[src/design/graph_reachability_query_macros.svh]
// ----------------------------------------------------------------------------
// Graph reachability query assertion macros
// Shared property wrappers for the synchronous checks of the design.
// ----------------------------------------------------------------------------
`ifndef GRAPH_REACHABILITY_QUERY_MACROS_SVH
`define GRAPH_REACHABILITY_QUERY_MACROS_SVH

// Same-cycle implication, disabled during reset.
`define GRQ_ASSERT_SAME(label, clk, rst, ante, cons, msg) \
  label: assert property (@(posedge clk) disable iff (rst) (ante) |-> (cons)) \
    else $error(msg);

// Next-cycle implication, disabled during reset.
`define GRQ_ASSERT_NEXT(label, clk, rst, ante, cons, msg) \
  label: assert property (@(posedge clk) disable iff (rst) (ante) |=> (cons)) \
    else $error(msg);

`endif

[src/design/grq_pkg.sv]
// ----------------------------------------------------------------------------
// Graph reachability query package
// Request codes and the shared type of the pending-node picker.
// ----------------------------------------------------------------------------
package grq_pkg;

  localparam logic [1:0] REQ_ADD   = 2'd0;
  localparam logic [1:0] REQ_QUERY = 2'd1;
  localparam logic [1:0] REQ_CLEAR = 2'd2;

  // The walk looks at the pending set one group of this many nodes at a time.
  localparam int PICK_W   = 8;
  localparam int PICK_IDX = 3;

  typedef struct packed {
    logic                found;
    logic [PICK_IDX-1:0] idx;
  } pick_t;

endpackage

[src/design/grq_pick.sv]
// ----------------------------------------------------------------------------
// Pending-node picker
// Finds the lowest set bit in one group of the pending node set.
// ----------------------------------------------------------------------------
module grq_pick (
  input  logic [grq_pkg::PICK_W-1:0] bits,
  output grq_pkg::pick_t             res
);

  always_comb begin
    res.found = |bits;
    res.idx   = '0;
    for (int i = grq_pkg::PICK_W - 1; i >= 0; i--) begin
      if (bits[i]) begin
        res.idx = grq_pkg::PICK_IDX'(i);
      end
    end
  end

endmodule

[config.mk]
export PLATFORM = sky130hd
export DESIGN_NAME = grq_pick
export DESIGN_NICKNAME = d
export VERILOG_FILES = /design/src/design/graph_reachability_query_macros.svh /design/src/design/grq_pkg.sv /design/src/design/grq_pick.sv
export SDC_FILE = /design/constraint.sdc
export NUM_CORES = 1
export LEC_CHECK = 0
export ABC_CLOCK_PERIOD_IN_PS = 800
export BUFFER_PORTS_ARGS = -buffer_cell sky130_fd_sc_hd__buf_2
export CAP_MARGIN = 25
export CELL_PAD_IN_SITES_DETAIL_PLACEMENT = 1
export CELL_PAD_IN_SITES_GLOBAL_PLACEMENT = 1
export CORE_AREA = 2 2 39 41
export DETAILED_ROUTE_END_ITERATION = 8
export DIE_AREA = 0 0 41 43
export MAX_ROUTING_LAYER = met4
export PLACE_DENSITY_LB_ADDON = 0.1
export SYNTH_ARGS = -nofsm -noshare
export SYNTH_HDL_FRONTEND = slang
export SYNTH_SLANG_ARGS = --single-unit
[constraint.sdc]
create_clock -name vclk -period 0.8
set_input_delay 0.04 -clock vclk [all_inputs]
set_output_delay 0.04 -clock vclk [all_outputs]
set_load 0.01 [all_outputs]
==> results of run 1 <==
-- cells by family (layout without fill, tap and decap cells) --
| logic type | after synthesis | count (layout) |
|---|---|---|
| AO/OA/AOI/OAI | 5 | 5 |
| buffers and inverters | 1 | 13 |
| AND/OR/NAND/NOR | 7 | 7 |
-- layer usage --
metal,wire length (um),global-route usage [%],vias up
met5,0,-,-
li1,-,-,74
met3,72,0,0
met1,164,6.646,54
met4,0,0,0
met2,94,5.000,11
-- cells in the mapped netlist --
master                     number  share of area (%)
sky130_fd_sc_hd__o21ai_0        1                6.1
sky130_fd_sc_hd__nor2_1         3                 14
sky130_fd_sc_hd__a21boi_0       1                9.2
sky130_fd_sc_hd__o21bai_1       1                9.2
sky130_fd_sc_hd__o41ai_1        1                 11
sky130_fd_sc_hd__nor2b_1        1                7.7
sky130_fd_sc_hd__nand3_1        1                6.1
sky130_fd_sc_hd__inv_1          1                4.6
sky130_fd_sc_hd__and3b_1        1                 11
sky130_fd_sc_hd__nor4_2         1                 15
sky130_fd_sc_hd__a21oi_1        1                6.1
-- cell usage in the layout (no fill, tap or decap), drive strengths merged --
master	netlist	final
nor4	1	1
o21ai	1	1
nand3	1	1
inv	1	1
o41ai	1	1
nor2b	1	1
and3b	1	1
buf	0	12
a21oi	1	1
o21bai	1	1
a21boi	1	1
nor2	3	3
-- tightest hold or removal path: stages --
cell and delay [ns]:
sky130_fd_sc_hd__buf_2 0.10, sky130_fd_sc_hd__o41ai_1 0.07, sky130_fd_sc_hd__buf_2 0.13
-- layout make-up --
cell class	count	area (um2)	area share (%)
Multi-Input combinational cell	12	86.33	46.31
Tap cell	16	20.02	10.74
Inverter	1	3.754	2.013
Timing Repair Buffer	12	76.32	40.94
-- power groups by stage --
stage	sequential (mW)	combinational [mW]	clock, mW
global route	0	0.0848	0
detailed placement	0	0.0650	0
finish	0	0.0775	0
global placement	0	0.0647	0
CTS	0	0.0765	0
floorplan	0	0.0246	0
-- stage by stage --
step / utilization [%] / power [mW] / area [um2] / setup slack, ns / std cells
after global routing: 13.47 / 0.08479 / 186.4 / -0.04548 / 41
final: 13.47 / 0.07745 / 186.4 / 0.02529 / 41
after global placement: 11.66 / 0.06472 / 161.4 / -0.06598 / 41
after CTS: 13.20 / 0.07651 / 182.7 / 0.008792 / 41
after floorplan: - / 0.02460 / 81.33 / 0.1823 / 13
after detailed placement: 11.66 / 0.06500 / 161.4 / -0.03482 / 41
-- worst paths after layout --
| kind | start | endpoint | slack (ns) | cells past startpoint |
|---|---|---|---|---|
| min | bits[0] | res[0] | 0.38 | 3 |
| max | bits[6] | res[2] | 0.03 | 4 |
-- what timing repair did --
item,CTS,global route
pin swaps,1,1
endpoints found under the setup margin,1,1
buffers inserted,0,0
gates resized for setup,5,1
==> impl_metrics.toml, run 1 <==
[timing]
min_period_over_period_pct = 96.84
aggregate_negative_setup_slack_ns = 0
slew_viol_final = 0
transition_time_at_the_pin_with_the_least_slew_margin_ns = 0.2445
grt_setup_unrepaired = "yes"
clock.fmax_mhz = 1291
final_hold_viol_count = 0
max_slew_margin_pct = 83.49
post-route-min-period_ns = 0.7747
setup-violations-final = 0
hold_slack_ns = 0.3777

[outcome]
run_status = "finished, final reports clean"

[floorplanning]
fp.dieW_um = 41
initial_standard_cell_utilization_of_the_core_pct = 5.877
placementRows = 14
die_h_um = 43
io-pin-count = 12
area_of_the_die_mm2 = 0.001763
fp.coreArea_mm2 = 0.001384

[grt]
grt_antenna_before_repair = 0
pin_count_of_the_biggest_net_entering_global_routing = 4
grt_first_pass_wirelength_um = 489
grt_usage_pct = 3.787
globalRoute.totalOverflow = 0
grt_pass1_vias = 127

[layout]
num-fill-cells = 165
layout_cell_share_with_drive_strength_beyond_1_pct = 52.00
numSequentialCells = 0
final_net_count = 35
seqCellArea_um2 = 0
antenna_cells_inserted = 0
area_growth_syn_to_layout_pct = 129.2
nClkBuffers = 0

[synthesis]
largest_family_of_logic_cells_by_synthesized_area = "simple AND/OR/NAND/NOR gates"
synthMuxAreaShare_pct = 0
synthCells = 13
syn_area_per_cell_um2 = 6.256
share_of_the_synthesized_area_in_compound_gates_ao_oa_aoi_oai_pct = 41.54
synth.net_count = 21
synthSimpleGateAreaFrac_pct = 53.85
post_synthesis_share_of_cell_area_spent_on_xor_and_xnor_gates_pct = 0
synth_area_um2 = 81.33
yosysWarningCount = 0
synth_cell_types = 11
post_synth_fa_ha_maj_area_fraction_pct = 0
synth_sequential_area_ratio_pct = 0

[route]
routed_wl_um = 330
route.antenna.remaining_nets = 0
viasPerCell = 3.390
remaining_drc_errors = 0
dr.first_iter.drc_count = 1
dr_vias = 139
first_pass_iters = 2
wl_per_cell_um = 8.049

[clocking]
hold_buffers = 0

[critical_path]
crit_path_start_kind = "input pin"
timing_worst_setup_path_type = "input pin to primary output"
cpLargestDelayFamily = "simple AND/OR/NAND/NOR gates"
timing.critical_path.to_type = "primary output"
worst_ep_arrival_time_ns = 0.73
required_ns = 0.76
crit_chain = "buf_8 > nor4_4 > and3b_1 > buf_2"
cp.buffers_inverters = 2
max_stage_delay_ns = 0.26
worstPathMaxFanout = 3
crit_slowest_cell = "sky130_fd_sc_hd__nor4_4"

[placed_design]
buffer_ports.inserted = 12
routabilityCongestion = 0.5002

[power]
vdd_ir_drop_max_mv = 0.1086
power-per-cell-area_mw_per_mm2 = 415.5
power.share.combinational_pct = 100.0
power_report.internal_total_mw = 0.04057
clkPwrFrac_pct = 0
swShare_pct = 47.62
switchingPower_mw = 0.03688
power.share.sequential_pct = 0
power.static_leakage_nw = 0.08612

[job]
drv.max_cap_violation_count = 0

[worst_hold_path]
path_class_of_the_lowest_slack_min_delay_path = "input pin to primary output"
Note: power is estimated with default switching activity, not from simulation.
==> inputs of run 2 (changes only) <==
--- a/config.mk
+++ b/config.mk
@@ -5,7 +5,7 @@
 export SDC_FILE = /design/constraint.sdc
 export NUM_CORES = 1
 export LEC_CHECK = 0
-export ABC_CLOCK_PERIOD_IN_PS = 800
+export ABC_CLOCK_PERIOD_IN_PS = 960
 export BUFFER_PORTS_ARGS = -buffer_cell sky130_fd_sc_hd__buf_2
 export CAP_MARGIN = 25
 export CELL_PAD_IN_SITES_DETAIL_PLACEMENT = 1
==> constraint.sdc (replaced) <==
create_clock -name vclk -period 0.96
set_input_delay 0.048 -clock vclk [all_inputs]
set_output_delay 0.048 -clock vclk [all_outputs]
set_load 0.01 [all_outputs]
==> run 2 against run 1 <==
Net effect:
- global-route usage is 0.82 points higher
- hold slack better by 0.034 ns
- design area is 13% lower
- sequential cell count stayed put
- power is 29% lower
- non-clock buffer count stayed put
- critical path type unchanged
- largest power group unchanged
==> impl_metrics.toml, run 2 (same netlist as run 1, synthesis figures left out) <==
[outcome]
run_status = "finished, final reports clean"

[critical_path]
worstPathMaxFanout = 3
crit_path_start_kind = "input pin"
max_stage_delay_ns = 0.31
timing.critical_path.to_type = "primary output"
timing_worst_setup_path_type = "input pin to primary output"
cp.buffers_inverters = 2
timing.critical_path.from = "bits[4]"
worst_ep_arrival_time_ns = 0.82
cpLargestDelayFamily = "simple AND/OR/NAND/NOR gates"
required_ns = 0.91
crit_slowest_cell = "sky130_fd_sc_hd__nor4_2"
crit_chain = "buf_2 > nor4_2 > and3b_1 > buf_2"
cp_common_cell = "sky130_fd_sc_hd__buf_2"

[timing]
slew_viol_final = 0
aggregate_negative_setup_slack_ns = 0
setup-violations-final = 0
final_hold_viol_count = 0
clock.fmax_mhz = 1158
hold_slack_ns = 0.4117
transition_time_at_the_pin_with_the_least_slew_margin_ns = 0.3225
max_slew_margin_pct = 78.22
post-route-min-period_ns = 0.8635
min_period_over_period_pct = 89.95
grt_setup_unrepaired = "no"

[floorplanning]
area_of_the_die_mm2 = 0.001763
placementRows = 14
initial_standard_cell_utilization_of_the_core_pct = 5.877
die_h_um = 43
io-pin-count = 12
fp.dieW_um = 41
fp.coreArea_mm2 = 0.001384

[power]
switchingPower_mw = 0.02922
swShare_pct = 52.85
clkPwrFrac_pct = 0
power.share.combinational_pct = 100.0
power_report.internal_total_mw = 0.02607
power.static_leakage_nw = 0.07897
power.total_mw = 0.05528
vdd_ir_drop_max_mv = 0.08173
power.share.sequential_pct = 0
power-per-cell-area_mw_per_mm2 = 342.5

[layout]
nClkBuffers = 0
numSequentialCells = 0
final_net_count = 35
area_growth_syn_to_layout_pct = 98.46
antenna_cells_inserted = 0
layout.cells.most_common = "sky130_fd_sc_hd__buf_2"
layout_cell_share_with_drive_strength_beyond_1_pct = 52.00
seqCellArea_um2 = 0
layout.cells.most_common_list = "sky130_fd_sc_hd__buf_2, sky130_fd_sc_hd__nor2_1"

[clocking]
hold_buffers = 0
number_of_setup_buffers_added_after_cts = 0
cts_resized = 0

[placed_design]
routabilityCongestion = 0.5268
buffer_ports.inserted = 12

[route]
route.antenna.remaining_nets = 0
routed_wl_um = 394
wl_per_cell_um = 9.610
dr.first_iter.drc_count = 0
remaining_drc_errors = 0
viasPerCell = 3.366
dr_vias = 138
first_pass_iters = 1

[worst_hold_path]
worstHoldPathCells = 3
hold-path-endpoint = "res[0]"
worstHoldStart = "bits[0]"
path_class_of_the_lowest_slack_min_delay_path = "input pin to primary output"

[grt]
grt_first_pass_wirelength_um = 579
grt_antenna_before_repair = 0
pin_count_of_the_biggest_net_entering_global_routing = 4
grt_usage_pct = 4.606
grt_pass1_vias = 128
globalRoute.totalOverflow = 0

[job]
drv.max_cap_violation_count = 0
[run 2: layer usage]
metal | track usage, % | share of wire (%) | wire [um]
met1 | 7.278 | 53 | 209
met2 | 6.875 | 35 | 136
met3 | 0 | 12 | 47
met4 | 0 | 0 | 0
met5 | - | 0 | 0
[run 2: worst max path at each step]
stage,slack (ns),to,cells past startpoint
4_1_cts,0.10,res[2],4
3_5_place_dp,0.11,res[2],4
6_report,0.1,res[2],4
2_1_floorplan,0.33,res[0],1
5_1_grt,0.05,res[2],4
3_3_place_gp,0.08,res[2],4
[run 2: power groups by stage]
stage	clock network (mW)	logic [mW]	registers, mW
floorplan	0	0.0205	0
detailed placement	0	0.0559	0
global route	0	0.0614	0
CTS	0	0.0562	0
finish	0	0.0553	0
global placement	0	0.0550	0
[run 2: area by class of cell]
| cell class | instances | area [um2] |
|---|---|---|
| fillers | 178 | 1222 |
| multi-input cells | 12 | 77.57 |
| repair buffers | 12 | 60.06 |
| well taps | 16 | 20.02 |
| inverters | 1 | 3.754 |
[run 2: through the flow]
stage          instance area [um2]  setup slack (ns)  std cells  utilization (%)
3_5_place_dp                 161.4            0.1084         41            11.66
4_1_cts                      161.4            0.1035         41            11.66
3_3_place_gp                 161.4           0.07643         41            11.66
6_report                     161.4           0.09651         41            11.66
2_1_floorplan                81.33            0.3263         13                -
5_1_grt                      161.4           0.05363         41            11.66
==> inputs of run 3 (changes only) <==
--- a/config.mk
+++ b/config.mk
@@ -14,7 +14,7 @@
 export DETAILED_ROUTE_END_ITERATION = 8
 export DIE_AREA = 0 0 41 43
 export MAX_ROUTING_LAYER = met4
-export PLACE_DENSITY_LB_ADDON = 0.1
+export PLACE_DENSITY = 0.33
 export SYNTH_ARGS = -nofsm -noshare
 export SYNTH_HDL_FRONTEND = slang
 export SYNTH_SLANG_ARGS = --single-unit
==> run 3 against run 2 <==
Net effect:
- largest cell class unchanged
- via count is 2.9% higher
- power is 2.2% lower
- setup slack worse by 0.0032 ns
- maximum frequency is 0.37% lower
- non-clock buffer count stayed put
- hold slack worse by 0.016 ns
- design area stayed put
- final cell count stayed put
==> impl_metrics.toml, run 3 (same netlist as run 1, synthesis figures left out) <==
[critical_path]
crit_chain = "buf_2 > nor4_2 > and3b_1 > buf_2"
max_stage_delay_ns = 0.31
worst_ep_arrival_time_ns = 0.82
required_ns = 0.91
crit_slowest_cell = "sky130_fd_sc_hd__nor4_2"
timing.critical_path.to_type = "primary output"
timing_worst_setup_path_type = "input pin to primary output"
worstPathMaxFanout = 3
crit_path_start_kind = "input pin"
cp_common_cell = "sky130_fd_sc_hd__buf_2"

[route]
routed_wl_um = 381
wl_per_cell_um = 9.293
first_pass_iters = 3
viasPerCell = 3.463
dr_vias = 142
dr.first_iter.drc_count = 1
route.antenna.remaining_nets = 0
remaining_drc_errors = 0

[grt]
globalRoute.totalOverflow = 0
grt_pass1_vias = 147
grt_usage_pct = 4.913
pin_count_of_the_biggest_net_entering_global_routing = 4
grt_antenna_before_repair = 0
grt_first_pass_wirelength_um = 627

[power]
clkPwrFrac_pct = 0
swShare_pct = 51.83
power_report.internal_total_mw = 0.02604
power.total_mw = 0.05406
switchingPower_mw = 0.02802
power.static_leakage_nw = 0.07897
power.share.sequential_pct = 0
vdd_ir_drop_max_mv = 0.07347
power-per-cell-area_mw_per_mm2 = 335.0
power.share.combinational_pct = 100.0

[timing]
slew_viol_final = 0
clock.fmax_mhz = 1154
post-route-min-period_ns = 0.8667
final_hold_viol_count = 0
grt_setup_unrepaired = "no"
aggregate_negative_setup_slack_ns = 0
min_period_over_period_pct = 90.28
post-route-worst-setup-slack_ns = 0.09331
transition_time_at_the_pin_with_the_least_slew_margin_ns = 0.2532
setup-violations-final = 0
max_slew_margin_pct = 82.98

[floorplanning]
io-pin-count = 12
fp.coreArea_mm2 = 0.001384
area_of_the_die_mm2 = 0.001763
initial_standard_cell_utilization_of_the_core_pct = 5.877
fp.dieW_um = 41
placementRows = 14
die_h_um = 43

[clocking]
hold_buffers = 0
number_of_setup_buffers_added_after_cts = 0
cts_resized = 0

[placed_design]
dp_slack_ns = 0.08551
routabilityCongestion = 0.6245
buffer_ports.inserted = 12

[job]
drv.max_cap_violation_count = 0

[layout]
layout_cell_share_with_drive_strength_beyond_1_pct = 52.00
final_core_occ_pct = 11.66
layout.cells.most_common_list = "sky130_fd_sc_hd__buf_2, sky130_fd_sc_hd__nor2_1"
final_net_count = 35
nClkBuffers = 0
num-fill-cells = 167
area_growth_syn_to_layout_pct = 98.46
seqCellArea_um2 = 0
layout.cells.most_common = "sky130_fd_sc_hd__buf_2"
numSequentialCells = 0
antenna_cells_inserted = 0

[worst_hold_path]
path_class_of_the_lowest_slack_min_delay_path = "input pin to primary output"

[outcome]
run_status = "finished, final reports clean"
[run 3: through the flow]
| step | cells | hold WS [ns] | instance area [um2] |
|---|---|---|---|
| finish | 41 | 0.3958 | 161.4 |
| global route | 41 | 0.4114 | 161.4 |
| CTS | 41 | 0.3972 | 161.4 |
| detailed placement | 41 | 0.3982 | 161.4 |
| global placement | 41 | 0.3971 | 161.4 |
| floorplan | 13 | 0.1856 | 81.33 |
[run 3: metal layers]
metal / vias to the layer above / track usage [%] / share of wire (%)
met5: - / - / 0
met4: 0 / 0 / 0
met3: 0 / 0 / 8.9
met2: 12 / 5.625 / 33
met1: 57 / 9.494 / 58
li1: 73 / - / -
[run 3: layout make-up]
cell class	count	area (um2)	share of cell area, %
Timing Repair Buffer	12	60.06	37.21
Tap cell	16	20.02	12.40
Multi-Input combinational cell	12	77.57	48.06
Inverter	1	3.754	2.326
[run 3: worst paths after layout]
path,start,end,slack [ns],cells past startpoint
setup / recovery,bits[4],res[2],0.09,4
hold / removal,bits[2],res[0],0.40,3
[run 3: power groups by stage]
stage | Clock [mW] | Sequential, mW | Combinational, mW
after global placement | 0 | 0 | 0.0550
after floorplan | 0 | 0 | 0.0205
after global routing | 0 | 0 | 0.0612
after CTS | 0 | 0 | 0.0546
final | 0 | 0 | 0.0541
after detailed placement | 0 | 0 | 0.0543
[run 3: worst max-delay path: cells and delay by family]
kind                   cells  cell delay (ns)
and+or+nand+nor            2             0.52
buffers and inverters      2             0.25
